`config.mk`:
```
export PLATFORM = sky130hd
export DESIGN_NAME = line_follow_pid_steer
export DESIGN_NICKNAME = d
export VERILOG_FILES = /design/src/design/lfps_pkg.sv /design/src/design/lfps_err.sv /design/src/design/lfps_pid.sv /design/src/design/line_follow_pid_steer.sv
export SDC_FILE = /design/constraint.sdc
export NUM_CORES = 2
export LEC_CHECK = 0
export ABC_AREA = 1
export ABC_CLOCK_PERIOD_IN_PS = 33300
export BUFFER_PORTS_ARGS = -buffer_cell sky130_fd_sc_hd__buf_2
export CORE_AREA = 5 5 260 262
export CTS_CLUSTER_DIAMETER = 120
export DETAILED_ROUTE_END_ITERATION = 10
export DIE_AREA = 0 0 265 267
export GPL_ROUTABILITY_DRIVEN = 0
export HOLD_SLACK_MARGIN = 0.05
export RECOVER_POWER = 50
export REMOVE_ABC_BUFFERS = 1
export SLEW_MARGIN = 10
export SYNTH_ARGS = -nofsm -noshare
export SYNTH_HDL_FRONTEND = slang
export SYNTH_SLANG_ARGS = --single-unit
```
`constraint.sdc`:
```
create_clock -name i_clk -period 33.3 [get_ports i_clk]
set_input_delay 6.66 -clock i_clk [delete_from_list [all_inputs] [get_ports i_clk]]
set_output_delay 6.66 -clock i_clk [all_outputs]
set_load 0.02 [all_outputs]
```
`src/design/lfps_pkg.sv`:
```
// shared types and constants for the line-follow pid steering block
package lfps_pkg;

    // field widths fixed by the interface
    localparam int LEVEL_W    = 7;
    localparam int GAIN_W     = 16;
    localparam int ERR_W      = 8;
    localparam int STEER_W    = 9;
    localparam int CFG_IDX_W  = 3;
    localparam int CFG_DATA_W = 16;
    localparam int STEER_LIMIT = 200;

    // configuration register indexes
    typedef enum logic [CFG_IDX_W-1:0] {
        CFG_WHITE_LEVEL = 3'd0,
        CFG_BLACK_LEVEL = 3'd1,
        CFG_GAIN_PROP   = 3'd2,
        CFG_GAIN_INTEG  = 3'd3,
        CFG_GAIN_DERIV  = 3'd4
    } t_cfg_idx;

    // reset values of the configuration registers
    localparam logic [LEVEL_W-1:0] WHITE_RST      = 7'd0;
    localparam logic [LEVEL_W-1:0] BLACK_RST      = 7'd0;
    localparam logic [GAIN_W-1:0]  GAIN_PROP_RST  = 16'd287;
    localparam logic [GAIN_W-1:0]  GAIN_INTEG_RST = 16'd1229;
    localparam logic [GAIN_W-1:0]  GAIN_DERIV_RST = 16'd4096;

    // configuration as seen by the datapath
    typedef struct packed {
        logic [LEVEL_W-1:0] white_level;
        logic [LEVEL_W-1:0] black_level;
        logic [GAIN_W-1:0]  gain_prop;
        logic [GAIN_W-1:0]  gain_integ;
        logic [GAIN_W-1:0]  gain_deriv;
    } t_cfg;

endpackage

```
`src/design/lfps_err.sv`:
```
// input stage: midpoint and error from one light sample, registered
module lfps_err
    import lfps_pkg::*;
(
    input  logic                    i_clk,
    input  logic                    i_rst_n,
    input  t_cfg                    i_cfg,
    input  logic                    i_valid,
    output logic                    o_ready,
    input  logic [LEVEL_W-1:0]      i_sample,
    input  logic                    i_adv,
    output logic                    o_valid,
    output logic signed [ERR_W-1:0] o_err
);

    logic                      r_valid;
    logic signed [ERR_W-1:0]   r_err;
    logic signed [ERR_W-1:0]   span;
    logic signed [ERR_W-1:0]   half;
    logic signed [ERR_W:0]     mid;
    logic signed [ERR_W:0]     err_wide;
    logic                      take;

    // midpoint with the halving truncated toward zero
    always_comb begin
        span     = $signed({1'b0, i_cfg.white_level}) - $signed({1'b0, i_cfg.black_level});
        half     = (span + $signed({{(ERR_W-1){1'b0}}, span[ERR_W-1]})) >>> 1;
        mid      = ERR_W'(half) + $signed({2'b00, i_cfg.black_level});
        err_wide = mid - $signed({2'b00, i_sample});
    end

    // stage moves when empty or when the next stage takes its item
    assign o_ready = !r_valid || i_adv;
    assign take    = i_valid && o_ready;

    always_ff @(posedge i_clk) begin
        if (!i_rst_n) begin
            r_valid <= 1'b0;
        end else if (o_ready) begin
            r_valid <= i_valid;
        end
        if (take) begin
            r_err <= err_wide[ERR_W-1:0];
        end
    end

    assign o_valid = r_valid;
    assign o_err   = r_err;

endmodule

```
`src/design/lfps_pid.sv`:
```
// pid stage: leaky integral, three products, truncation, saturation, result register
module lfps_pid
    import lfps_pkg::*;
#(
    parameter int GAIN_FRAC_BITS  = 12,
    parameter int INTEG_FRAC_BITS = 8
)(
    input  logic                      i_clk,
    input  logic                      i_rst_n,
    input  t_cfg                      i_cfg,
    input  logic                      i_valid,
    input  logic signed [ERR_W-1:0]   i_err,
    output logic                      o_adv,
    output logic                      o_valid,
    input  logic                      i_ready,
    output logic signed [STEER_W-1:0] o_steer,
    output logic                      o_sat
);

    localparam int IW  = INTEG_FRAC_BITS + 10;
    localparam int SW  = INTEG_FRAC_BITS + 29;
    localparam int FB  = GAIN_FRAC_BITS + INTEG_FRAC_BITS;
    localparam int WW  = SW - FB;
    localparam logic signed [SW-1:0] BIAS = SW'((64'd1 << FB) - 64'd1);
    localparam logic signed [WW-1:0] LIM_HI = WW'(STEER_LIMIT);
    localparam logic signed [WW-1:0] LIM_LO = -WW'(STEER_LIMIT);
    localparam logic signed [IW-1:0] ACC_MAX = {1'b0, {(IW-1){1'b1}}};
    localparam logic signed [IW-1:0] ACC_MIN = {1'b1, {(IW-1){1'b0}}};

    logic                       r_out_valid;
    logic signed [STEER_W-1:0]  r_steer;
    logic                       r_sat;
    logic signed [IW-1:0]       r_integ;
    logic signed [ERR_W-1:0]    r_prev_err;

    logic signed [IW-1:0]       integ_half;
    logic signed [IW:0]         acc_raw;
    logic signed [IW-1:0]       n_integ;
    logic signed [ERR_W:0]      diff;
    logic signed [GAIN_W:0]     gp, gi, gd;
    logic signed [GAIN_W+ERR_W:0]   p_prop;
    logic signed [GAIN_W+IW:0]      p_integ;
    logic signed [GAIN_W+ERR_W+1:0] p_deriv;
    logic signed [SW-1:0]       sum;
    logic signed [SW-1:0]       biased;
    logic signed [SW-1:0]       shifted;
    logic signed [WW-1:0]       whole;
    logic signed [STEER_W-1:0]  n_steer;
    logic                       n_sat;
    logic                       fire;

    // leaky integral: error plus half the old integral, halving toward zero
    always_comb begin
        integ_half = (r_integ + $signed({{(IW-1){1'b0}}, r_integ[IW-1]})) >>> 1;
        acc_raw    = ((IW+1)'(i_err) <<< INTEG_FRAC_BITS) + (IW+1)'(integ_half);
        if (acc_raw[IW] != acc_raw[IW-1]) begin
            n_integ = acc_raw[IW] ? ACC_MIN : ACC_MAX;
        end else begin
            n_integ = acc_raw[IW-1:0];
        end
    end

    // three gain products, summed with full fraction
    always_comb begin
        diff    = (ERR_W+1)'(i_err) - (ERR_W+1)'(r_prev_err);
        gp      = $signed({1'b0, i_cfg.gain_prop});
        gi      = $signed({1'b0, i_cfg.gain_integ});
        gd      = $signed({1'b0, i_cfg.gain_deriv});
        p_prop  = gp * i_err;
        p_integ = gi * n_integ;
        p_deriv = gd * diff;
        sum     = (SW'(p_prop) <<< INTEG_FRAC_BITS) + SW'(p_integ)
                + (SW'(p_deriv) <<< INTEG_FRAC_BITS);
    end

    // truncate toward zero, then clamp to the steer range
    always_comb begin
        biased  = sum + (sum[SW-1] ? BIAS : '0);
        shifted = biased >>> FB;
        whole   = shifted[WW-1:0];
        if (whole > LIM_HI) begin
            n_steer = STEER_W'(STEER_LIMIT);
            n_sat   = 1'b1;
        end else if (whole < LIM_LO) begin
            n_steer = -STEER_W'(STEER_LIMIT);
            n_sat   = 1'b1;
        end else begin
            n_steer = whole[STEER_W-1:0];
            n_sat   = 1'b0;
        end
    end

    assign o_adv = !r_out_valid || i_ready;
    assign fire  = i_valid && o_adv;

    // result register and controller state
    always_ff @(posedge i_clk) begin
        if (!i_rst_n) begin
            r_out_valid <= 1'b0;
            r_integ     <= '0;
            r_prev_err  <= '0;
        end else begin
            if (o_adv) begin
                r_out_valid <= i_valid;
            end
            if (fire) begin
                r_integ    <= n_integ;
                r_prev_err <= i_err;
            end
        end
        if (fire) begin
            r_steer <= n_steer;
            r_sat   <= n_sat;
        end
    end

    assign o_valid = r_out_valid;
    assign o_steer = r_steer;
    assign o_sat   = r_sat;

endmodule

```
`src/design/line_follow_pid_steer.sv`:
```
// top level of the line-follow pid steering controller
//
//  channel   dir  handshake                   payload
//  s_axis    in   s_axis_tvalid/tready        tdata[6:0] light_sample
//  m_axis    out  m_axis_tvalid/tready        tdata[8:0] steer_ratio, tuser[0] saturated
//  cfg       in   i_cfg_we (no wait)          i_cfg_idx register, i_cfg_data value
//
//  one request per cycle sustained while m_axis_tready stays high
//  stage one registers the error, stage two does the integral and the three
//  multiplies in one pass into the result register
//  reset (i_rst_n low, synchronous) clears the integral, previous error and valids
//  a stalled result holds both stages; ready flows back through each stage
module line_follow_pid_steer
    import lfps_pkg::*;
#(
    parameter int GAIN_FRAC_BITS  = 12,
    parameter int INTEG_FRAC_BITS = 8
)(
    input  logic                  i_clk,
    input  logic                  i_rst_n,
    // configuration write port
    input  logic                  i_cfg_we,
    input  logic [CFG_IDX_W-1:0]  i_cfg_idx,
    input  logic [CFG_DATA_W-1:0] i_cfg_data,
    // input stream: [6:0] light_sample, [7] zero
    input  logic                  s_axis_tvalid,
    output logic                  s_axis_tready,
    input  logic [7:0]            s_axis_tdata,
    // output stream: [8:0] steer_ratio, [15:9] zero
    output logic                  m_axis_tvalid,
    input  logic                  m_axis_tready,
    output logic [15:0]           m_axis_tdata,
    // [0] saturated
    output logic [0:0]            m_axis_tuser
);

    t_cfg                      r_cfg;
    logic                      adv;
    logic                      err_valid;
    logic signed [ERR_W-1:0]   err;
    logic signed [STEER_W-1:0] steer;
    logic                      sat;

    // configuration registers
    always_ff @(posedge i_clk) begin
        if (!i_rst_n) begin
            r_cfg.white_level <= WHITE_RST;
            r_cfg.black_level <= BLACK_RST;
            r_cfg.gain_prop   <= GAIN_PROP_RST;
            r_cfg.gain_integ  <= GAIN_INTEG_RST;
            r_cfg.gain_deriv  <= GAIN_DERIV_RST;
        end else if (i_cfg_we) begin
            unique case (i_cfg_idx)
                CFG_WHITE_LEVEL: r_cfg.white_level <= i_cfg_data[LEVEL_W-1:0];
                CFG_BLACK_LEVEL: r_cfg.black_level <= i_cfg_data[LEVEL_W-1:0];
                CFG_GAIN_PROP:   r_cfg.gain_prop   <= i_cfg_data[GAIN_W-1:0];
                CFG_GAIN_INTEG:  r_cfg.gain_integ  <= i_cfg_data[GAIN_W-1:0];
                CFG_GAIN_DERIV:  r_cfg.gain_deriv  <= i_cfg_data[GAIN_W-1:0];
                default: ;
            endcase
        end
    end

    // error stage
    lfps_err u_err (
        .i_clk    (i_clk),
        .i_rst_n  (i_rst_n),
        .i_cfg    (r_cfg),
        .i_valid  (s_axis_tvalid),
        .o_ready  (s_axis_tready),
        .i_sample (s_axis_tdata[LEVEL_W-1:0]),
        .i_adv    (adv),
        .o_valid  (err_valid),
        .o_err    (err)
    );

    // pid stage
    lfps_pid #(
        .GAIN_FRAC_BITS  (GAIN_FRAC_BITS),
        .INTEG_FRAC_BITS (INTEG_FRAC_BITS)
    ) u_pid (
        .i_clk   (i_clk),
        .i_rst_n (i_rst_n),
        .i_cfg   (r_cfg),
        .i_valid (err_valid),
        .i_err   (err),
        .o_adv   (adv),
        .o_valid (m_axis_tvalid),
        .i_ready (m_axis_tready),
        .o_steer (steer),
        .o_sat   (sat)
    );

    assign m_axis_tdata = {7'd0, steer};
    assign m_axis_tuser = sat;

endmodule
```
==> results.yml <==
routing:
  avgViaCountPerCell: 4.915
  drtIter0Drc: 1354
  drc: 0
  ant_nets: 0
  post_drt_wl_per_cell_um: 16.22
  num_vias: 22450
  first_pass_iters: 6
  wirelength_mm: 74.09
critical_path:
  worstPathRequired_ns: 33.44
  crit_fanout: 22
  crit_path_end_kind: "flip-flop"
  crit_type: "flip-flop to flip-flop"
  critPathSlowestCell: "xor2_1"
  start_kind: "flip-flop"
  cpPeakStageDelay_ns: 0.61
  arrival_ns: 15.20
  crit_top_cell: "nand2_1"
floorplan:
  start_util_pct: 44.41
  rows: 94
  core-area_um2: 65160
  die_area_um2: 70760
  die_h_um: 267
  io_pins: 51
  die_x_um: 265
sta:
  relSlewSlack_pct: -75.32
  setup_tns_ns: 0
  clock_skew_ns: 0.01058
  fmax_mhz: 66.40
  fin_crit_ns: 15.06
  worst_pin_slew_ns: 2.630
  rsz0062_at_grt: "no"
  period_share_pct: 45.22
  setup_viol: 0
  drv_slew: 63
  hold_viol: 0
place:
  dp.cells: 4551
  hpwl_mm: 62.96
  io_buffers: 42
cts:
  post_cts_buffers: 0
  cts_tree: "built"
  cts_max_level: 3
  cts_resized: 0
  cts-root-buf: "clkbuf_16"
  clkTransAtPathRegs_ns: 0.09
  cts_buffer_depth: 2
  cts.sinks: 108
  insertion_delay_ns: 0.40
  ctsHoldBuffers: 0
  numCtsBuffers: 9
synth:
  ys_seq_elements: 108
  yosysWarningCount: 0
  synthArstFlopShare_pct: 0
  synth_area_um2: 28940
  synth_cells: 3726
  synth-edff-count: 18
  avgSynthCellArea_um2: 7.767
  ys.flop_type: "dfxtp_1"
  yosys.cell_types.count: 52
  synth.yosys.seq_area_share_pct: 8.094
grt:
  globalRouteOverflowTotal: 0
  grt_max_degree: 63
  first_global_vias: 23360
  antenna_found_initial: 1
  grt_pass1_wl_mm: 122.9
  grt_usage_pct: 21.77
status:
  status: "finished, violations left"
  violations: "max-capacitance violations, max-slew violations"
cells_and_area:
  fillers: 6717
  finalNonFillerCells: 4567
  area_growth_pct: 4.566
  nNetsFinal: 4559
  drive_above_1_share_pct: 4.267
  seq_area_um2: 2342
  multi_input_area_um2: 22570
  antennaDiodeCount: 0
worst_hold_path:
  min_path_type: "flip-flop to flip-flop"
run:
  cap_violations: 1
==> placed cells by master, fill, tap and decap left out, types with 11 or more instances in the layout <==
cell type / count
or2_2: 24
buf_4: 20
nand2_1: 739
fa_1: 560
xnor2_1: 28
o21ai_0: 112
nor2_1: 335
inv_1: 949
xor2_1: 63
buf_2: 30
nand3b_1: 11
nand2_2: 25
clkbuf_1: 13
ha_1: 269
a21oi_1: 165
nor3_1: 16
nand4_1: 15
edfxtp_1: 18
nand3_1: 105
nor2_2: 13
dfxtp_1: 90
==> cell families (layout without fill, tap and decap cells) <==
logic type,count (synthesis),count (layout),synth area share [%]
flops,108,108,8.094
xor+xnor,91,91,2.754
compound gates,314,314,5.820
fa+ha+maj,829,829,50.37
simple gates,1315,1315,18.95
buf+inv,1068,1039,14.00
other cells,1,7,0.01296
==> registers in the layout (all words and copies together) (netlist names) <==
register,count
u_pid.o_steer,9
u_pid.o_valid,1
u_pid.o_sat,1
u_err.o_err,8
u_pid.r_prev_err,8
r_cfg,62
u_err.o_valid,1
u_pid.r_integ,18
==> synthesized netlist by cell type, drive strengths merged (3+ instances only) <==
cell / instances / area, um^2
nand3b: 11 / 82.58
and3: 4 / 26.28
ha: 269 / 3366
clkinv: 7 / 26.28
buf: 12 / 87.58
nor3: 17 / 90.09
edfxtp: 18 / 540.5
a21o: 4 / 30.03
nand4: 15 / 93.84
xor2: 63 / 551.8
clkbuf: 96 / 360.4
a31oi: 3 / 18.77
o21ai: 115 / 575.6
o2111ai: 3 / 26.28
fa: 560 / 11210
inv: 953 / 3577
o211ai: 3 / 22.52
dfxtp: 90 / 1802
nand3: 114 / 615.6
nand2: 769 / 2987
xnor2: 28 / 245.2
o21bai: 8 / 71.32
nor2: 352 / 1381
and2: 3 / 20.02
a21oi: 168 / 859.6
a21boi: 3 / 26.27
or2: 26 / 162.6
==> critical path: cells and delay by family, from the launching register on <==
family | cells | cell delay, ns
adder cells (fa/ha/maj) | 15 | 6.36
AND/OR/NAND/NOR | 39 | 4.50
AO/OA/AOI/OAI | 10 | 1.54
buffers and inverters | 11 | 1.22
XOR/XNOR | 2 | 0.82
flip-flops | 1 | 0.33
==> final cells by class <==
cell class,count,area share (%)
inverters,960,11.91
well taps,864,3.572
multi-input cells,2556,74.59
clock buffers,9,0.7443
clock inverters,7,0.2936
flip-flops and latches,108,7.740
repair buffers,63,1.154
==> per-stage QoR <==
step | hold WS, ns | setup WS [ns] | instance area [um^2] | utilization (%)
after detailed placement | 0.4526 | 18.19 | 29970 | 45.99
after global placement | 0.4461 | 18.27 | 29970 | 45.99
final | 0.4607 | 18.24 | 30260 | 46.44
after global routing | 0.4870 | 17.07 | 30260 | 46.44
after CTS | 0.4651 | 18.15 | 30280 | 46.47
after floorplan | 0.4325 | 19.65 | 28510 | -
==> path summary, 6_finish.rpt <==
kind                  startpoint                  end  slack, ns  cells past startpoint
max               u_err.o_err[0]     u_pid.o_steer[3]      18.24                     77
min          u_pid.r_prev_err[6]  u_pid.r_prev_err[6]       0.46                      2
max reg2reg       u_err.o_err[0]     u_pid.o_steer[3]      18.24                     77
min reg2reg  u_pid.r_prev_err[6]  u_pid.r_prev_err[6]       0.46                      2
==> metal layers <==
layer,vias up,GRT usage (%),wire [um]
met2,480,38.03,35720
met3,83,2.959,3507
met4,0,5.860,2004
met1,10970,28.65,32860
met5,-,0,0
li1,10910,-,-
Power is left out: the tool's default activity adds up to more than one toggle a clock period on the data nets, which glitch-free logic cannot reach.
